==> src/hdl/kmpd_pkg.sv <==
// Shared types, constants and character table for the key matrix press decoder.
package kmpd_pkg;

    localparam int NUM_ROWS    = 8;
    localparam int NUM_COLS    = 8;
    localparam int ROW_W       = 3;
    localparam int COL_W       = 3;
    localparam int CODE_W      = 8;
    localparam int NUM_ARROWS  = 4;
    localparam int TABLE_DEPTH = 56;
    localparam int CFG_INDEX_W = 3;

    // Register indexes on the configuration port
    localparam logic [CFG_INDEX_W-1:0] REG_ARROW_UP    = 3'd0;
    localparam logic [CFG_INDEX_W-1:0] REG_ARROW_DOWN  = 3'd1;
    localparam logic [CFG_INDEX_W-1:0] REG_ARROW_LEFT  = 3'd2;
    localparam logic [CFG_INDEX_W-1:0] REG_ARROW_RIGHT = 3'd3;

    // Positions inside the arrow code array
    localparam int ARROW_UP    = 0;
    localparam int ARROW_DOWN  = 1;
    localparam int ARROW_LEFT  = 2;
    localparam int ARROW_RIGHT = 3;

    localparam logic [CODE_W-1:0] ARROW_UP_RESET    = 8'd91;
    localparam logic [CODE_W-1:0] ARROW_DOWN_RESET  = 8'd10;
    localparam logic [CODE_W-1:0] ARROW_LEFT_RESET  = 8'd8;
    localparam logic [CODE_W-1:0] ARROW_RIGHT_RESET = 8'd9;

    // Shift and control row: never yields a character
    localparam logic [ROW_W-1:0] ROW_MODIFIER = 3'd7;

    typedef logic [NUM_ARROWS-1:0][CODE_W-1:0] arrow_codes_t;
    typedef logic [NUM_COLS-1:0]               row_bits_t;

    typedef struct packed {
        logic             changed;
        logic             pressed;
        logic [COL_W-1:0] column;
    } lane_res_t;

    typedef struct packed {
        logic              hit;
        logic [ROW_W-1:0]  row;
        logic [COL_W-1:0]  column;
        logic              hold;
        logic [CODE_W-1:0] code;
    } merge_res_t;

    // Entries with the top bit set select an arrow register by their low two bits
    localparam logic [8:0] CHAR_TABLE [TABLE_DEPTH] = '{
        9'h040, 9'h041, 9'h042, 9'h043, 9'h044, 9'h045, 9'h046, 9'h047, // @ A-G
        9'h048, 9'h049, 9'h04A, 9'h04B, 9'h04C, 9'h04D, 9'h04E, 9'h04F, // H-O
        9'h050, 9'h051, 9'h052, 9'h053, 9'h054, 9'h055, 9'h056, 9'h057, // P-W
        9'h058, 9'h059, 9'h05A, 9'h05A, 9'h05A, 9'h05A, 9'h05A, 9'h05A, // X Y Z..
        9'h030, 9'h031, 9'h032, 9'h033, 9'h034, 9'h035, 9'h036, 9'h037, // 0-7
        9'h038, 9'h039, 9'h03A, 9'h03B, 9'h02C, 9'h02D, 9'h02E, 9'h02F, // 8 9 : ; , - . /
        9'h00D, 9'h008, 9'h05A, 9'h100, 9'h101, 9'h102, 9'h103, 9'h020  // CR BS Z arrows sp
    };

    function automatic logic [CODE_W-1:0] char_code(
        input logic [ROW_W-1:0] row,
        input logic [COL_W-1:0] column,
        input arrow_codes_t     arrows
    );
        logic [ROW_W+COL_W-1:0] idx;
        logic [8:0]             entry;
        logic [CODE_W-1:0]      code;
        idx   = {row, column};
        entry = (idx < (ROW_W+COL_W)'(TABLE_DEPTH)) ? CHAR_TABLE[idx] : 9'h000;
        if (entry[8])
            code = arrows[entry[1:0]];
        else
            code = entry[CODE_W-1:0];
        return code;
    endfunction

endpackage

==> src/hdl/kmpd_lane.sv <==
// One row lane: change detect, new press detect and top changed column.
module kmpd_lane (
    input  kmpd_pkg::row_bits_t row_bits,
    input  kmpd_pkg::row_bits_t prev_bits,
    output kmpd_pkg::lane_res_t res
);
    import kmpd_pkg::*;

    row_bits_t        diff;
    logic [COL_W-1:0] top;

    assign diff = row_bits ^ prev_bits;

    // Highest changed bit wins, even if it is a release
    always_comb
    begin
        top = '0;
        for (int k = 0; k < NUM_COLS; k++)
        begin
            if (diff[k])
                top = COL_W'(k);
        end
    end

    assign res.changed = |diff;
    assign res.pressed = |(row_bits & diff);
    assign res.column  = top;

endmodule

==> src/hdl/kmpd_merge.sv <==
// Merge of the row lanes: priority pick, hold resolution and character decode.
module kmpd_merge (
    input  kmpd_pkg::lane_res_t                    lanes [kmpd_pkg::NUM_ROWS],
    input  logic                                   hold_in,
    input  logic [kmpd_pkg::ROW_W-1:0]             row_in,
    input  logic [kmpd_pkg::COL_W-1:0]             column_in,
    input  kmpd_pkg::arrow_codes_t                 arrows,
    input  logic [kmpd_pkg::CODE_W-1:0]            held_code,
    output kmpd_pkg::merge_res_t                   res
);
    import kmpd_pkg::*;

    logic              hit;
    logic              any_change;
    logic              later_change;
    logic [ROW_W-1:0]  hit_row;
    logic              hold_mid;
    logic [CODE_W-1:0] lookup_code;

    always_comb
    begin
        hit        = 1'b0;
        any_change = 1'b0;
        hit_row    = '0;
        // Lowest pressed row has priority
        for (int i = NUM_ROWS - 1; i >= 0; i--)
        begin
            if (lanes[i].pressed)
            begin
                hit     = 1'b1;
                hit_row = ROW_W'(i);
            end
            if (lanes[i].changed)
                any_change = 1'b1;
        end
    end

    // A changing row after the hit row drops the hold again
    always_comb
    begin
        later_change = 1'b0;
        for (int j = 0; j < NUM_ROWS; j++)
        begin
            if (lanes[j].changed && (ROW_W'(j) > hit_row))
                later_change = 1'b1;
        end
    end

    always_comb
    begin
        res.hit    = hit;
        res.row    = hit ? hit_row : row_in;
        res.column = hit ? lanes[hit_row].column : column_in;
        if (hit)
            hold_mid = !later_change;
        else
            hold_mid = any_change ? 1'b0 : hold_in;

        lookup_code = char_code(res.row, res.column, arrows);
        res.hold    = hold_mid;
        res.code    = '0;
        if (hold_mid && (res.row != ROW_MODIFIER))
        begin
            if (!hit && (held_code != lookup_code))
                res.hold = 1'b0;
            else
                res.code = lookup_code;
        end
    end

endmodule

==> src/hdl/key_matrix_press_decoder.sv <==
// Top level of the key matrix press decoder: lanes, merge, scan state and output skid.
//
//   channel   | signals                                   | direction
//   ----------+-------------------------------------------+----------
//   scan in   | in_valid, in_stall, row0..7_bits, held_code | in
//   result    | out_valid, out_stall, key_code, new_press | out
//   config    | cfg_write_en, cfg_index, cfg_data         | in
//
// One scan is taken per cycle while in_stall is low; its result goes to the output
// register, or to the skid register when the output is stalled. The eight row lanes
// and the merge are combinational, since the next scan compares against the rows
// stored by this one. Reset clears the stored rows and hold flag, sets the active
// row to seven and loads the default arrow codes. A stalled result parks in a
// one-entry skid register; the input stalls only while that skid entry is full.
module key_matrix_press_decoder (
    input  logic                                  clk,
    input  logic                                  rst_n,
    input  logic                                  in_valid,
    output logic                                  in_stall,
    input  logic [7:0]                            row0_bits,
    input  logic [7:0]                            row1_bits,
    input  logic [7:0]                            row2_bits,
    input  logic [7:0]                            row3_bits,
    input  logic [7:0]                            row4_bits,
    input  logic [7:0]                            row5_bits,
    input  logic [7:0]                            row6_bits,
    input  logic [7:0]                            row7_bits,
    input  logic [kmpd_pkg::CODE_W-1:0]           held_code,
    output logic                                  out_valid,
    input  logic                                  out_stall,
    output logic [kmpd_pkg::CODE_W-1:0]           key_code,
    output logic                                  new_press,
    input  logic                                  cfg_write_en,
    input  logic [kmpd_pkg::CFG_INDEX_W-1:0]      cfg_index,
    input  logic [kmpd_pkg::CODE_W-1:0]           cfg_data
);
    import kmpd_pkg::*;

    row_bits_t         rows      [NUM_ROWS];
    row_bits_t         prev_reg  [NUM_ROWS];
    lane_res_t         lane_res  [NUM_ROWS];
    merge_res_t        merged;
    arrow_codes_t      arrow_reg;
    logic [ROW_W-1:0]  row_reg;
    logic [COL_W-1:0]  column_reg;
    logic              hold_reg;

    logic              out_valid_reg;
    logic [CODE_W-1:0] out_code_reg;
    logic              out_press_reg;
    logic              skid_valid_reg;
    logic [CODE_W-1:0] skid_code_reg;
    logic              skid_press_reg;

    logic              accept;
    logic              out_free;

    assign rows[0] = row0_bits;
    assign rows[1] = row1_bits;
    assign rows[2] = row2_bits;
    assign rows[3] = row3_bits;
    assign rows[4] = row4_bits;
    assign rows[5] = row5_bits;
    assign rows[6] = row6_bits;
    assign rows[7] = row7_bits;

    genvar g;
    generate
        for (g = 0; g < NUM_ROWS; g++)
        begin : g_lane
            kmpd_lane u_lane (
                .row_bits  (rows[g]),
                .prev_bits (prev_reg[g]),
                .res       (lane_res[g])
            );
        end
    endgenerate

    kmpd_merge u_merge (
        .lanes     (lane_res),
        .hold_in   (hold_reg),
        .row_in    (row_reg),
        .column_in (column_reg),
        .arrows    (arrow_reg),
        .held_code (held_code),
        .res       (merged)
    );

    assign in_stall = skid_valid_reg;
    assign accept   = in_valid && !skid_valid_reg;
    assign out_free = !out_valid_reg || !out_stall;

    // Configuration registers
    always_ff @(posedge clk or negedge rst_n)
    begin
        if (!rst_n)
        begin
            arrow_reg[ARROW_UP]    <= ARROW_UP_RESET;
            arrow_reg[ARROW_DOWN]  <= ARROW_DOWN_RESET;
            arrow_reg[ARROW_LEFT]  <= ARROW_LEFT_RESET;
            arrow_reg[ARROW_RIGHT] <= ARROW_RIGHT_RESET;
        end
        else if (cfg_write_en)
        begin
            case (cfg_index)
                REG_ARROW_UP:    arrow_reg[ARROW_UP]    <= cfg_data;
                REG_ARROW_DOWN:  arrow_reg[ARROW_DOWN]  <= cfg_data;
                REG_ARROW_LEFT:  arrow_reg[ARROW_LEFT]  <= cfg_data;
                REG_ARROW_RIGHT: arrow_reg[ARROW_RIGHT] <= cfg_data;
                default:         ; // drop writes to unused indexes
            endcase
        end
    end

    // Scan state advances on every input transfer
    always_ff @(posedge clk or negedge rst_n)
    begin
        if (!rst_n)
        begin
            for (int i = 0; i < NUM_ROWS; i++)
                prev_reg[i] <= '0;
            row_reg    <= ROW_MODIFIER;
            column_reg <= '0;
            hold_reg   <= 1'b0;
        end
        else if (accept)
        begin
            for (int i = 0; i < NUM_ROWS; i++)
                prev_reg[i] <= rows[i];
            row_reg    <= merged.row;
            column_reg <= merged.column;
            hold_reg   <= merged.hold;
        end
    end

    // Output register with one skid entry behind it
    always_ff @(posedge clk or negedge rst_n)
    begin
        if (!rst_n)
        begin
            out_valid_reg  <= 1'b0;
            skid_valid_reg <= 1'b0;
        end
        else if (out_free)
        begin
            if (skid_valid_reg)
            begin
                out_valid_reg  <= 1'b1;
                skid_valid_reg <= 1'b0;
            end
            else
            begin
                out_valid_reg <= accept;
            end
        end
        else if (accept)
        begin
            skid_valid_reg <= 1'b1;
        end
    end

    always_ff @(posedge clk)
    begin
        if (out_free)
        begin
            if (skid_valid_reg)
            begin
                out_code_reg  <= skid_code_reg;
                out_press_reg <= skid_press_reg;
            end
            else if (accept)
            begin
                out_code_reg  <= merged.code;
                out_press_reg <= merged.hit;
            end
        end
        else if (accept)
        begin
            skid_code_reg  <= merged.code;
            skid_press_reg <= merged.hit;
        end
    end

    assign out_valid = out_valid_reg;
    assign key_code  = out_code_reg;
    assign new_press = out_press_reg;

endmodule

==> config.mk <==
export PLATFORM = sky130hd
export DESIGN_NAME = key_matrix_press_decoder
export DESIGN_NICKNAME = d
export VERILOG_FILES = /design/src/hdl/kmpd_pkg.sv /design/src/hdl/kmpd_lane.sv /design/src/hdl/kmpd_merge.sv /design/src/hdl/key_matrix_press_decoder.sv
export SDC_FILE = /design/constraint.sdc
export NUM_CORES = 1
export LEC_CHECK = 0
export BUFFER_PORTS_ARGS = -buffer_cell sky130_fd_sc_hd__buf_2
export CAP_MARGIN = 10
export CORE_UTILIZATION = 25
export CTS_BUF_LIST = sky130_fd_sc_hd__clkbuf_8
export CTS_CLUSTER_SIZE = 25
export DETAILED_ROUTE_END_ITERATION = 10
export PLACE_DENSITY = 0.39
export SYNTH_ARGS = -nofsm -noshare
export SYNTH_HDL_FRONTEND = slang
export SYNTH_SLANG_ARGS = --single-unit
export TNS_END_PERCENT = 1
==> constraint.sdc <==
create_clock -name clk -period 8.4 [get_ports clk]
set_input_delay 1.68 -clock clk [delete_from_list [all_inputs] [get_ports clk]]
set_output_delay 1.68 -clock clk [all_outputs]
set_load 0.03 [all_outputs]
* After elaboration in Yosys (flattened, before gate mapping)
Memories as Yosys holds them, arrays and structs flattened.
Index checks and enable logic that the tools add are counted.
** Storage, ports and cells
- Register bits after elaboration :: 123
- Bits in read-only memories :: 576
- Input port bits :: 88
- Word-level logic and storage cells :: 211
- Memories kept :: 1
** Cells by class
- Magnitude comparators :: 12
- Equal/unequal tests :: 5
- Mux-type cells :: 111
- Bitwise operators :: 19
- Reduce and logical (&&, ||, !) cells :: 42
** Memories
- (name not given) :: words 64, width 9, rd ports 1, clocked after Yosys merged registers in 0, write ports 0, line kmpd_pkg.sv:70 : entry = (idx < (ROW_W+COL_W)'(TABLE_DEPTH)) ? CHAR_TABLE[idx] : 9'h000;
** Operators with widths (count)
- 2-to-1 mux 3 bit :: 44
- OR reduction 8 bit :: 16
- bitwise AND 8 bit :: 8
- XOR 8 bit :: 8
- 2-to-1 mux 1 bit :: 40
- 2-to-1 mux 8 bit :: 5
- 2-to-1 mux 9 bit :: 4
- 2-to-1 mux 2 bit :: 16
- binary-select mux 8 bit (select 2 bit) :: 1
- binary-select mux 5 bit (select 3 bit) :: 1
- greater-than comparator 3 bit (first input constant) :: 4
- AND reduction 2 bit :: 6
- logical AND 1 bit :: 11
- != test 8 bit :: 1
- greater-or-equal comparator 7 bit (second input constant) :: 1
- inverter 6 -> 7 bit :: 1
- == test 3 x 2 -> 1 bit (second input constant) :: 2
- greater-than comparator 1 x 3 -> 1 bit (first input constant) :: 2
- greater-than comparator 2 x 3 -> 1 bit (first input constant) :: 2
- < comparator 6 bit (second input constant) :: 1
- logical NOT 1 bit :: 5
- greater-or-equal comparator 4 bit (second input constant) :: 1
- inverter 3 -> 4 bit :: 1
- nonzero test 2 bit :: 2
- other kinds (6) :: 6

* Depth between registers and ports, before layout
Gate-level depths: netlist of the first run.
- Word-level depth :: 30
- Gate-level depth with buffers :: 24
- Gate-level depth less buffers :: 21

* Modules after synthesis
A second synthesis of the first run with hierarchy kept.
** Second synthesis, totals
- Cells, all modules :: 788
- Area, all modules :: 8169.1 sq um
** Modules (own cells, without submodules)
- key_matrix_press_decoder :: times used 1, cells an instance 257, area an instance 4584.4 sq um, sequential area each 3184.3 sq um
- kmpd_merge :: times used 1, cells an instance 291, area an instance 1963.1 sq um, sequential area each 0.0 sq um
- kmpd_lane :: times used 8, cells an instance 30, area an instance 202.7 sq um, sequential area each 0.0 sq um

* Worst setup path after synthesis of the first run
No wires, ideal clock.
- Kind :: input to register
- Start point :: input row1_bits[5]
- End point :: register out_code_reg[0], in the netlist key_code[0] (data pin)
- Arrival time :: 6.457 ns
- Slack :: 1.795 ns
- Cell stages on the path :: 18
- Cell sequence :: ha_1 -> or4_1 -> o31ai_2 -> and2_1 -> a211oi_1 -> or4_1 -> o211ai_2 -> inv_1 -> ha_1 -> o41ai_1 -> a21oi_2 -> o21ai_1 -> mux2_2 -> a32o_1 -> a2111o_1 -> nor2_2 -> a31oi_2 -> o21ai_1
** RTL lines
- start, declared :: line key_matrix_press_decoder.sv:21 : input logic [7:0] row1_bits,
- end signal, assigned :: line key_matrix_press_decoder.sv:168 : out_code_reg <= skid_code_reg;
- end signal, assigned :: line key_matrix_press_decoder.sv:173 : out_code_reg <= merged.code;
- end, declared :: line key_matrix_press_decoder.sv:49 : logic [CODE_W-1:0] out_code_reg;

==> results list, run 1 <==
- Die X-Extent: between 150 and 200 µm
- Synth top area share: 29.4%
- Summed over all layers, the global routing overflow is 0.
- Count of buffers added by post-CTS timing repair for setup: 0
- CTS Hold Buffers Added: 0
- Maximum fanout count along the critical path: 17
- Mapped Avg Cell Area: 9.09 µm²
- Die area: 0.0321 mm²
* Crit path DAT: 7660 ps
- Using the TritonRoute via totals, the vias-per-cell ratio works out to 4.76.
- For the worst setup path, the data required time is around 8600 ps.
* Area leader, netlist: sky130_fd_sc_hd__dfrtp_1
- Top-level port count: just under 100
* Wire length per cell: 15.9 µm
* Hold Path Origin: hold_reg
- Clock latency on the worst-skew pair, taken at its later pin, is 470 ps.
- Failing checks: DRC
- Reg2Reg Setup Slack: roughly 1900 ps
- Fraction of registers with async set or reset after synthesis: 85.4%
- Via count of the first global-routing pass: 6270
* Worst slew margin: between 40% and 50%
- The die is roughly 180 µm tall.
- The tool flagged a number of max-cap violations equal to 0.
* Number of flip-flops in the largest register: 64
- The worst setup path is of the input port to flip-flop kind.
- Critical path endpoint category: flip-flop
- Layout-stage area growth over the synthesis result: 18.0%
- The post-route netlist has 21.8% of its cells at a drive strength greater than 1.
- Routed Antenna Nets: 0
- The first global-routing pass estimated 35300 µm of wire.
- Initial drt markers: 365
- The congestion estimate from routability-driven global placement came to about 0.81.
- Classification of the worst-slack hold path: flip-flop to flip-flop
- Sink count of the clock tree: ~120
- Filler Cells Inserted: between 3000 and 4000
- Core region area: 0.0307 mm²
- The flow ran to the end, but the final reports show violations.
* Number of warnings issued by yosys: 0
- VDD IR max: approximately 0.072 mV
- Measured in cells, the most critical reg-to-reg path has a length of 20.
- The number of slew-limit violations in the final report was 0.
* Share of the yosys chip area belonging to registers: about two fifths
* Wire length reported by the detailed router: 21800 µm
- For this run, the post-layout net count is approximately 1100.
- Netlist Area Pre-Place: ~0.008 mm²
- 0 antenna diodes ended up in the layout.
* Number of flops mapped to enable cells by yosys: 18
* Count of TritonRoute iterations in the first routing pass: 7
- Unrepaired setup endpoints after global routing: false
- Entering global routing, the biggest net connects 91 pins.
- In this run the power density over the cells is roughly 190 mW/mm².
- Synthesis produced a netlist with a net count of 1019.
- Kind of launch point of the worst setup path: input port
- DR DRC count: 16
- Clock skew on the completed layout was measured at 19.4 ps.
- TritonCTS clock tree: built
- Primary flip-flop cell chosen by synthesis mapping: sky130_fd_sc_hd__dfrtp_1
- Total design power: ~1.8 mW
- In the synthesized netlist, the number of instances is 862.
* Final Critical Period: 7460 ps
- Setup TNS Final: 0 ps
- Starting density of the core: 25.5%
- The number of antenna violations at the first check in global routing was 1.
- The worst hold path was traced through 2 stages.
- Buffers placed on the I/O ports in this run total slightly below 100.
* Clock root buffer: sky130_fd_sc_hd__clkbuf_8
* Clock Pin Slew Worst Setup and Hold Paths: 80 ps
- Number of rows in the core area: 64
- Final setup viols: 0
* Yosys reg bits: 123
* Highest clock frequency the design can meet: approximately 0.13 GHz
* Overall Global Routing Usage: roughly 14%
- Across all layers, the routed design uses around 6500 vias.
- The number of different library cells used by synthesis comes to between 70 and 80.
* Post-CTS sizing: 0
- Summed over all nets, the half-perimeter wirelength after detailed placement is between 15000 and 20000 µm.
- Critical R2R Capture: key_code[7]
* Leakage dissipation: 4.07 nW
* Worst reg2reg path startpoint: prev_reg[0]
- Commonest non-fill, non-tap cell in the layout: sky130_fd_sc_hd__nand2_1
* Number of levels the H-tree was split into: 4
- The final number of hold-violating endpoints was 0.
- Share of the clock period used by the worst path after layout: 88.8%
* Slew of the pin with the lowest slew margin: 879 ps
* CTS Buf Count: 17
- Number of buffers on the longest clock path: 2
- Top post-synthesis cells by area: sky130_fd_sc_hd__dfrtp_1, sky130_fd_sc_hd__ha_1, sky130_fd_sc_hd__edfxtp_1
- The top cell types in the final layout, fill and taps aside, are sky130_fd_sc_hd__nand2_1, sky130_fd_sc_hd__o21ai_0, sky130_fd_sc_hd__inv_1, sky130_fd_sc_hd__buf_2, sky130_fd_sc_hd__dfrtp_1.
* Terminating pin of the worst hold path: hold_reg
## cell type report
type	instances	area (µm²)	share of cell area [%]
timing repair buffer	111	591	6.39
multi-input combinational	613	4200	45.4
tap	396	495	5.36
inverter	95	357	3.86
sequential	123	3180	34.4
clock inverter	14	178	1.92
clock buffer	18	248	2.68
## synthesized netlist by cell type, types with 10 or more instances
master	instances
sky130_fd_sc_hd__nand2_1	127
sky130_fd_sc_hd__o21ai_0	99
sky130_fd_sc_hd__inv_1	95
sky130_fd_sc_hd__dfrtp_1	92
sky130_fd_sc_hd__ha_1	69
sky130_fd_sc_hd__nor2_1	35
sky130_fd_sc_hd__mux2_2	31
sky130_fd_sc_hd__clkbuf_1	23
sky130_fd_sc_hd__nor3_1	20
sky130_fd_sc_hd__a21oi_1	18
sky130_fd_sc_hd__edfxtp_1	18
sky130_fd_sc_hd__o211ai_1	18
sky130_fd_sc_hd__nand3_1	17
sky130_fd_sc_hd__nand4_1	17
sky130_fd_sc_hd__mux2i_1	16
sky130_fd_sc_hd__nor4_1	16
sky130_fd_sc_hd__a31oi_1	14
sky130_fd_sc_hd__dfstp_2	13
sky130_fd_sc_hd__o21ai_1	10
## worst max-delay path: stages
cell                       delay [ps]
sky130_fd_sc_hd__buf_2            110
sky130_fd_sc_hd__ha_1             190
sky130_fd_sc_hd__nor4_1           570
sky130_fd_sc_hd__nand4_1          430
sky130_fd_sc_hd__a21oi_1          590
sky130_fd_sc_hd__o21ai_1          160
sky130_fd_sc_hd__a211oi_1         390
sky130_fd_sc_hd__or4_1            200
sky130_fd_sc_hd__o211ai_2         220
sky130_fd_sc_hd__inv_1            190
sky130_fd_sc_hd__ha_1             210
sky130_fd_sc_hd__o41ai_1          110
sky130_fd_sc_hd__a21oi_2          270
sky130_fd_sc_hd__o21a_1           710
sky130_fd_sc_hd__mux2i_1          330
sky130_fd_sc_hd__mux2_1           350
sky130_fd_sc_hd__nor4_1           340
sky130_fd_sc_hd__nor4_2           130
sky130_fd_sc_hd__a31oi_2          360
sky130_fd_sc_hd__o21ai_1          110
## per-stage QoR
step | instance area [µm²] | cells | util [%] | worst slack [ps] | hold slack (ps)
after global routing | 9250 | 1370 | 30.1 | 439 | 510
after global placement | 8820 | 1338 | 28.7 | 549 | 466
final | 9250 | 1370 | 30.1 | 945 | 486
after floorplan | 7840 | 862 | - | 1800 | 449
after detailed placement | 8820 | 1338 | 28.7 | 480 | 472
after CTS | 9250 | 1370 | 30.1 | 985 | 491
## how the worst max path moves through the flow
stage / cells past startpoint / to / slack (ps) / from
3_5_place_dp: 20 / skid_code_reg[5] / 480 / row7_bits[1]
4_1_cts: 20 / key_code[3] / 980 / row7_bits[1]
5_1_grt: 20 / key_code[5] / 440 / row7_bits[1]
3_3_place_gp: 20 / key_code[1] / 550 / row7_bits[1]
6_report: 20 / key_code[7] / 940 / row7_bits[1]
2_1_floorplan: 18 / key_code[0] / 1800 / row1_bits[5]
## power by group
group	internal (mW)	switching, mW
Sequential	0.694	0.0355
Combinational	0.182	0.282
Clock	0.327	0.262
## metal layers
layer	vias up	GRT usage [%]	share of wire, %
met3	21	3.31	4.6
met2	138	21.5	43
met5	-	0	0.037
li1	3296	-	-
met4	2	4.73	1.7
met1	3066	20.5	51
## logic make-up after synthesis
family	count (synthesis)	synth area share (%)
AO/OA/AOI/OAI	214	17.5
multiplexers	49	6.78
adder cells (fa/ha/maj)	69	11.0
flip-flops	123	40.6
XOR/XNOR	6	0.670
AND/OR/NAND/NOR	275	17.2
buffers and inverters	126	6.26
Power figures use the tool's default switching activity.
==> run 2, diff against run 1 <==
--- a/config.mk
+++ b/config.mk
@@ -11,7 +11,7 @@
 export CTS_BUF_LIST = sky130_fd_sc_hd__clkbuf_8
 export CTS_CLUSTER_SIZE = 25
 export DETAILED_ROUTE_END_ITERATION = 10
-export PLACE_DENSITY = 0.39
+export PLACE_DENSITY = 0.49
 export SYNTH_ARGS = -nofsm -noshare
 export SYNTH_HDL_FRONTEND = slang
 export SYNTH_SLANG_ARGS = --single-unit
==> run 2 against run 1 <==
Net effect:
- the flow still finishes with violations (DRC)
- critical path depth unchanged
- worst hold slack worse by 1.6 ps
- via count fell by 1.1%
- first-iteration DRC count up 3.3%
- sequential power hardly changed
- count of clock-buffer cells in the layout unchanged
- utilization about the same
- critical path type unchanged
- largest power group unchanged
- highest routed layer unchanged
==> results list, run 2 (synthesis gave the netlist of run 1 again) <==
- The core area was 0.0307 mm² (unchanged).
- Number of flip-flops in the largest register: 64 (unchanged)
* Delay-heaviest family, CP: compound AO/OA/AOI/OAI gates
- Slew of the pin with the lowest slew margin: 1010 ps (+133 ps)
- The buffer and inverter count on the worst path was 2 (unchanged).
* Residual overflow from global routing: 0 (unchanged)
- Average vias per placed instance: 4.71 (-1.1%)
* Count of non-filler cells in the finished layout: 1371 (+0.073%)
- The post-layout net count was 1119 (+0.089%).
- Wire length of the first global-routing pass: 33800 µm (-4.1%)
- Sink count of the clock tree: 123 (unchanged)
- Layout-stage area growth over the synthesis result: 18.1% (about the same)
- Starting density of the core: 25.5% (unchanged)
- Count of buffers added by post-CTS timing repair for setup: 0 (unchanged)
* Classification of the worst-slack hold path: flip-flop to flip-flop
* Count of TritonRoute iterations in the first routing pass: 8 (+1)
- Leakage dissipation: 4.08 nW (+0.30%)
* Area of all placed cells without fillers: 0.00926 mm² (about the same)
- TritonCTS clock tree: built
- The worst clock skew is 20.9 ps (+1.51 ps).
* Setup TNS Final: 0 ps (unchanged)
* Wire length per cell: 15.5 µm (-2.2%)
- Fin worst setup slack: 1070 ps (+121 ps)
- Worst slew margin: 32.5% (-8.9 points)
* Worst Setup Slack post-DPL: 668 ps (+189 ps)
- The detailed-route via count came to 6454 (-1.1%).
- The final antenna diode count was 0 (unchanged).
- Die X-Extent: 179 µm (unchanged)
- Highest clock frequency the design can meet: 0.136 GHz (+1.7%)
- DR DRC count: 8 (-8)
- Failing checks: DRC
- Number of levels the H-tree was split into: 4 (unchanged)
- Highest-delay cell along the critical path: sky130_fd_sc_hd__nor4_1
* Port Buffers: 98 (unchanged)
- Final Slew Violations: 0 (unchanged)
- Placed inst area: 0.00883 mm² (about the same)
* Post-CTS sizing: 0 (unchanged)
* Max-cap violations: 0 (unchanged)
- Crit path cell chain: buf_2 > ha_1 > nor4_1 > a211oi_1 > o2111ai_1 > and2_1 > a211oi_1 > or4_1 > o211ai_2 > inv_1 > ha_1 > o41ai_1 > a21oi_2 > o21a_1 > mux2i_1 > mux2_1 > nor4_1 > nor4_2 > a31oi_2 > o21ai_1
- The worst hold path begins at hold_reg.
* Crit path DAT: 7520 ps (-140 ps)
* Die area: 0.0321 mm² (unchanged)
- Layout cells sized above 1: 21.6% (-0.12 points)
* Worst setup path class: input port to flip-flop
- Number of buffers on the longest clock path: 2 (unchanged)
- The final standard cell utilization of the core was 30.1% (about the same).
- Share of the clock period used by the worst path after layout: 87.3% (-1.4 points)
- The worst setup path is captured at a flip-flop.
- Result of the run: finished, violations left
- Pin count of the biggest net entering global routing: 119 (+31%)
- Area occupied by registers: 0.00318 mm² (unchanged)
* Top-level port count: 99 (unchanged)
* Maximum fanout count along the critical path: 17 (unchanged)
* CTS Hold Buffers Added: 0 (unchanged)
* CTS Buf Count: 17 (unchanged)
- CP Data Required Time: 8590 ps (-20 ps)
* Placer's final routability congestion estimate: 0.875 (+8.5%)
- Overall Global Routing Usage: 13.8% (-0.67 points)
- The combined area of the multi-input logic cells came to 0.00420 mm² (unchanged).
- Clock tree synthesis selected as its root buffer the cell sky130_fd_sc_hd__clkbuf_8.
- Final setup viols: 0 (unchanged)
* Die Height: 179 µm (unchanged)
* Kind of launch point of the worst setup path: input port
* Pwr Density: 192 mW/mm² (-0.47%)
- Initial drt markers: 377 (+3.3%)
* Worst reg2reg path startpoint: prev_reg[1]
* Wire length reported by the detailed router: 21300 µm (-2.2%)
* Routed Antenna Nets: 0 (unchanged)
- Leaving out fill and tap cells, the most frequent cell in the layout is sky130_fd_sc_hd__nand2_1.
- Antenna violations before repair: 3 (+2)
- Biggest cell delay along the critical path: 650 ps (-60 ps)
- The site row count is 64 (unchanged).
- Setup repair after global routing left no endpoint under its margin.
- Final Critical Period: 7330 ps (-121 ps)
* Top library cells by usage in the layout, fill and taps aside: sky130_fd_sc_hd__nand2_1, sky130_fd_sc_hd__inv_1, sky130_fd_sc_hd__o21ai_0
- Endpoints failing hold: 0 (unchanged)
- VDD IR max: 0.0789 mV (+10%)
* Placed Cells: 1339 (+0.075%)
- Crit. Startpoint: row7_bits[1]
- The detailed-placement wirelength estimate is 16400 µm (-1.5%).
- Clock latency on the worst-skew pair: 470 ps (about the same)
* Clock Pin Slew Worst Setup and Hold Paths: 70 ps (about the same)
- The number of filler instances in the final layout is 3293 (+0.64%).
* Via count of the first global-routing pass: 6303 (+0.53%)
==> run 2: final timing paths <==
kind	endpoint	slack [ps]	cells past startpoint
setup / recovery	key_code[3]	1070	20
hold / removal	hold_reg	480	2
setup reg to reg	key_code[3]	2030	20
hold reg to reg	hold_reg	480	2
max in group asynchronous	prev_reg[4]	5840	2
min in group asynchronous	arrow_reg[25]	1190	1
==> run 2: cell type report <==
cell class                 instances  area share, %
clock buffer                      18           2.68
clock inverter                    14           1.92
tap                              396           5.35
multi-input combinational        613           45.3
sequential                       123           34.4
inverter                          95           3.85
timing repair buffer             112           6.46
==> run 2: through the flow <==
step / power (mW) / hold slack, ps
floorplan: 1.05 / 449
global placement: 1.20 / 470
detailed placement: 1.21 / 474
CTS: 1.80 / 490
global route: 1.90 / 523
finish: 1.78 / 484
==> run 2: worst register-to-register path, stage by stage (launching register included) <==
cell and delay (ps):
sky130_fd_sc_hd__dfrtp_1 320, sky130_fd_sc_hd__inv_1 50, sky130_fd_sc_hd__ha_1 170, sky130_fd_sc_hd__nor4_1 650, sky130_fd_sc_hd__a211oi_1 230, sky130_fd_sc_hd__o2111ai_1 440, sky130_fd_sc_hd__and2_1 360, sky130_fd_sc_hd__a211oi_1 140
sky130_fd_sc_hd__or4_1 550, sky130_fd_sc_hd__o211ai_2 210, sky130_fd_sc_hd__inv_1 160, sky130_fd_sc_hd__ha_1 260, sky130_fd_sc_hd__o41ai_1 430, sky130_fd_sc_hd__a21oi_2 130, sky130_fd_sc_hd__o21a_1 400, sky130_fd_sc_hd__mux2i_1 330
sky130_fd_sc_hd__mux2_1 360, sky130_fd_sc_hd__nor4_1 330, sky130_fd_sc_hd__nor4_2 130, sky130_fd_sc_hd__a31oi_2 360, sky130_fd_sc_hd__o21ai_1 100
==> run 2: routing by layer <==
metal | track usage [%] | routed length, µm
met1 | 19.2 | 10600
met5 | 0 | 42
met2 | 21.2 | 9450
met4 | 4.45 | 275
met3 | 2.93 | 891
==> run 2: power breakdown <==
group / switching (mW) / total (mW) / internal [mW] / leakage [nW]
sequential: 0.0355 / 0.730 / 0.694 / 1.43
clock: 0.255 / 0.583 / 0.328 / 0.229
combinational: 0.280 / 0.463 / 0.183 / 2.42
total: 0.571 / 1.78 / 1.20 / 4.08
==> run 3, diff against run 2 <==
--- a/config.mk
+++ b/config.mk
@@ -5,13 +5,15 @@
 export SDC_FILE = /design/constraint.sdc
 export NUM_CORES = 1
 export LEC_CHECK = 0
-export BUFFER_PORTS_ARGS = -buffer_cell sky130_fd_sc_hd__buf_2
 export CAP_MARGIN = 10
+export CORE_MARGIN = 2
 export CORE_UTILIZATION = 25
 export CTS_BUF_LIST = sky130_fd_sc_hd__clkbuf_8
 export CTS_CLUSTER_SIZE = 25
 export DETAILED_ROUTE_END_ITERATION = 10
-export PLACE_DENSITY = 0.49
+export DONT_BUFFER_PORTS = 1
+export PLACE_DENSITY = 0.46
+export RECOVER_POWER = 25
 export SYNTH_ARGS = -nofsm -noshare
 export SYNTH_HDL_FRONTEND = slang
 export SYNTH_SLANG_ARGS = --single-unit
==> run 3 against run 2 <==
Net effect:
- the flow now finishes without violations
- via count decreased by 5.1%
- sequential cell count unchanged
- sequential share of layout area up 1.9 points
- count of clock-buffer cells in the layout rose by 2
- clock power rose by 3.6%
- design area fell by 5.3%
- critical path depth unchanged
==> results list, run 3 (synthesis gave the netlist of run 1 again) <==
* Result of the run: finished clean
- The buffer and inverter count on the worst path came to 0 (-2).
* Starting density of the core: 25.5% (unchanged)
* Post-CTS sizing: 0 (unchanged)
* Final Critical Period: 7280 ps (-49.6 ps)
- The detailed-placement wirelength estimate came to 16200 µm (-1.2%).
- The top fanout value on the critical path was 17 (unchanged).
- Via count of the first global-routing pass: 6122 (-2.9%)
- The overall routing resource usage came to 13.5% (-0.28 points).
* DR DRC count: 0 (-8)
- The pre-CTS setup slack came to 575 ps (-93.6 ps).
- TritonCTS built the clock tree.
- Pwr Density: 200 mW/mm² (+4.3%)
- Unrepaired setup endpoints after global routing: false
- Number of flip-flops in the largest register: 64 (unchanged)
- Number of levels the H-tree was split into: 4 (unchanged)
- Pin count of the biggest net entering global routing: 106 (-11%)
- Area of the multi-input gates: 0.00420 mm² (unchanged)
- Endpoints failing hold: 0 (unchanged)
- Filler Cells Inserted: 3267 (-0.79%)
- Top-level port count: 99 (unchanged)
- The floorplan die area came to 0.0328 mm² (+2.2%).
- The clock transition time at the flip-flop clock pins of the worst setup and hold paths is 70 ps (about the same).
- Compared with the post-synthesis result, the final layout area differs by 11.8%.
- Clk_skew: 15.8 ps (-5.12 ps)
* Crit path cell chain: ha_1 > nor4_1 > a211oi_1 > o2111ai_1 > and2_1 > a211oi_1 > or4_1 > o211ai_2 > ha_1 > nand2_1 > nand3_1 > o41ai_1 > a21oi_2 > o21a_1 > mux2i_1 > mux2_1 > nor4_1 > nor4_2 > a31oi_2 > o21ai_1
- Number of vias in the routed layout: 6126 (-5.1%)
- Area occupied by registers: 0.00318 mm² (unchanged)
* Worst slew margin: 35.4% (+2.8 points)
- The die outline width was 181 µm (+1.1%).
* Crit path DAT: 7480 ps (-40 ps)
- The count of routing violations after the opening detailed-route iteration was 380 (+0.80%).
* Port Buffers: 0 (-100%)
- Average vias per placed instance: 4.82 (+2.4%)
- CP Data Required Time: 8600 ps (about the same)
- Clock root buffer: sky130_fd_sc_hd__clkbuf_8
- The number of slew-limit violations in the final report came to 0 (unchanged).
- Fin worst setup slack: 1120 ps (+49.6 ps)
* CTS Hold Buffers Added: 0 (unchanged)
- The worst-skew pair later-pin latency was 470 ps (about the same).
- The slew at the pin with the worst max-slew slack is 970 ps (-42.3 ps).
- The final antenna diode count is 0 (unchanged).
* Critical path endpoint category: flip-flop
* Share of the clock period used by the worst path after layout: 86.7% (-0.59 points)
- The total CTS buffers came to 17 (unchanged).
* Number of rows in the core area: 64 (unchanged)
* Core region area: 0.0307 mm² (unchanged)
- The final setup TNS was 0 ps (unchanged).
- The worst hold margin was 487 ps (+2.55 ps).
- Wire length reported by the detailed router: 21100 µm (-0.68%)
* Residual overflow from global routing: 0 (unchanged)
* Kind of launch point of the worst setup path: input port
- Count of TritonRoute iterations in the first routing pass: 7 (-1)
- Placer's final routability congestion estimate: 0.842 (-3.8%)
- The number of antenna violations at the first check in global routing is 0 (-3).
- The total power was 1.75 mW (-1.3%).
- Biggest cell delay along the critical path: 670 ps (+20 ps)
* Max-cap violations: 0 (unchanged)
* VDD IR max: 0.0783 mV (-0.73%)
* Final setup viols: 0 (unchanged)
* Worst setup path class: input port to flip-flop
* Leakage dissipation: 3.69 nW (-9.6%)
- Sink count of the clock tree: 123 (unchanged)
- Commonest non-fill, non-tap cell in the layout: sky130_fd_sc_hd__nand2_1
* Classification of the worst-slack hold path: flip-flop to flip-flop
- Delay-heaviest family, CP: compound AO/OA/AOI/OAI gates
* Wire length of the first global-routing pass: 34400 µm (+1.7%)
- The slowest stage of the critical path belongs to the cell sky130_fd_sc_hd__o21a_1.
- Wire length per cell: 16.6 µm (+7.1%)
* Layout cells sized above 1: 13.0% (-8.6 points)
* Core occupancy in the finished layout: 28.5% (-1.6 points)
- The post-layout net count was 1019 (-8.9%).
- Highest clock frequency the design can meet: 0.137 GHz (+0.68%)
- Count of buffers added by post-CTS timing repair for setup: 0 (unchanged)
- The top cell types in the final layout, fill and taps aside, are sky130_fd_sc_hd__nand2_1, sky130_fd_sc_hd__o21ai_0, sky130_fd_sc_hd__inv_1.
* Routed Antenna Nets: 0 (unchanged)
* Number of buffers on the longest clock path: 2 (unchanged)
- Die Height: 181 µm (+1.1%)
run 3: cell count changes in the layout (fill, tap and decap cells not counted):
| cell | previous run | this run |
|---|---|---|
| sky130_fd_sc_hd__inv_1 | 99 | 96 |
| sky130_fd_sc_hd__clkbuf_8 | 18 | 20 |
| sky130_fd_sc_hd__buf_4 | 15 | 12 |
| sky130_fd_sc_hd__buf_2 | 97 | 0 |
| sky130_fd_sc_hd__clkinvlp_4 | 1 | 0 |
| sky130_fd_sc_hd__inv_6 | 1 | 0 |
| sky130_fd_sc_hd__inv_4 | 2 | 3 |
| sky130_fd_sc_hd__clkinv_2 | 1 | 3 |
run 3: per-layer routing:
metal / global-route usage (%) / routed length [µm]
met5: 0 / 0
met4: 4.85 / 363
met3: 4.21 / 1220
met2: 21.0 / 9460
met1: 17.8 / 10100
run 3: layout make-up:
cell class / instances / area share (%)
clock buffer: 20 / 3.14
clock inverter: 12 / 1.90
inverter: 95 / 4.07
multi-input combinational: 613 / 47.9
sequential: 123 / 36.3
tap: 396 / 5.65
timing repair buffer: 12 / 1.03
run 3: worst min-delay path, cell delays in order (launching register included):
cell                      delay (ps)
sky130_fd_sc_hd__dfrtp_1         350
sky130_fd_sc_hd__nand2_1          50
sky130_fd_sc_hd__o31ai_1          50
run 3: through the flow:
step,instance area [µm²],std cells
after floorplan,7840,862
after global placement,8320,1239
after detailed placement,8320,1239
after CTS,8760,1271
after global routing,8760,1271
final,8760,1271
run 3: worst paths after layout:
path / from / endpoint / slack [ps] / cells after the start
max: row7_bits[1] / key_code[6] / 1120 / 20
min: hold_reg / hold_reg / 490 / 2
max reg2reg: prev_reg[1] / key_code[6] / 1960 / 21
min reg2reg: hold_reg / hold_reg / 490 / 2
max in group asynchronous: rst_n / row_reg[0] / 7250 / 0
min in group asynchronous: rst_n / prev_reg[26] / 900 / 0
run 3: power breakdown:
part | total, mW | internal (mW) | switching, mW | leakage, nW
logic | 0.412 | 0.165 | 0.247 | 2.02
registers | 0.737 | 0.694 | 0.0425 | 1.43
clock network | 0.604 | 0.345 | 0.259 | 0.235
total | 1.75 | 1.20 | 0.548 | 3.69
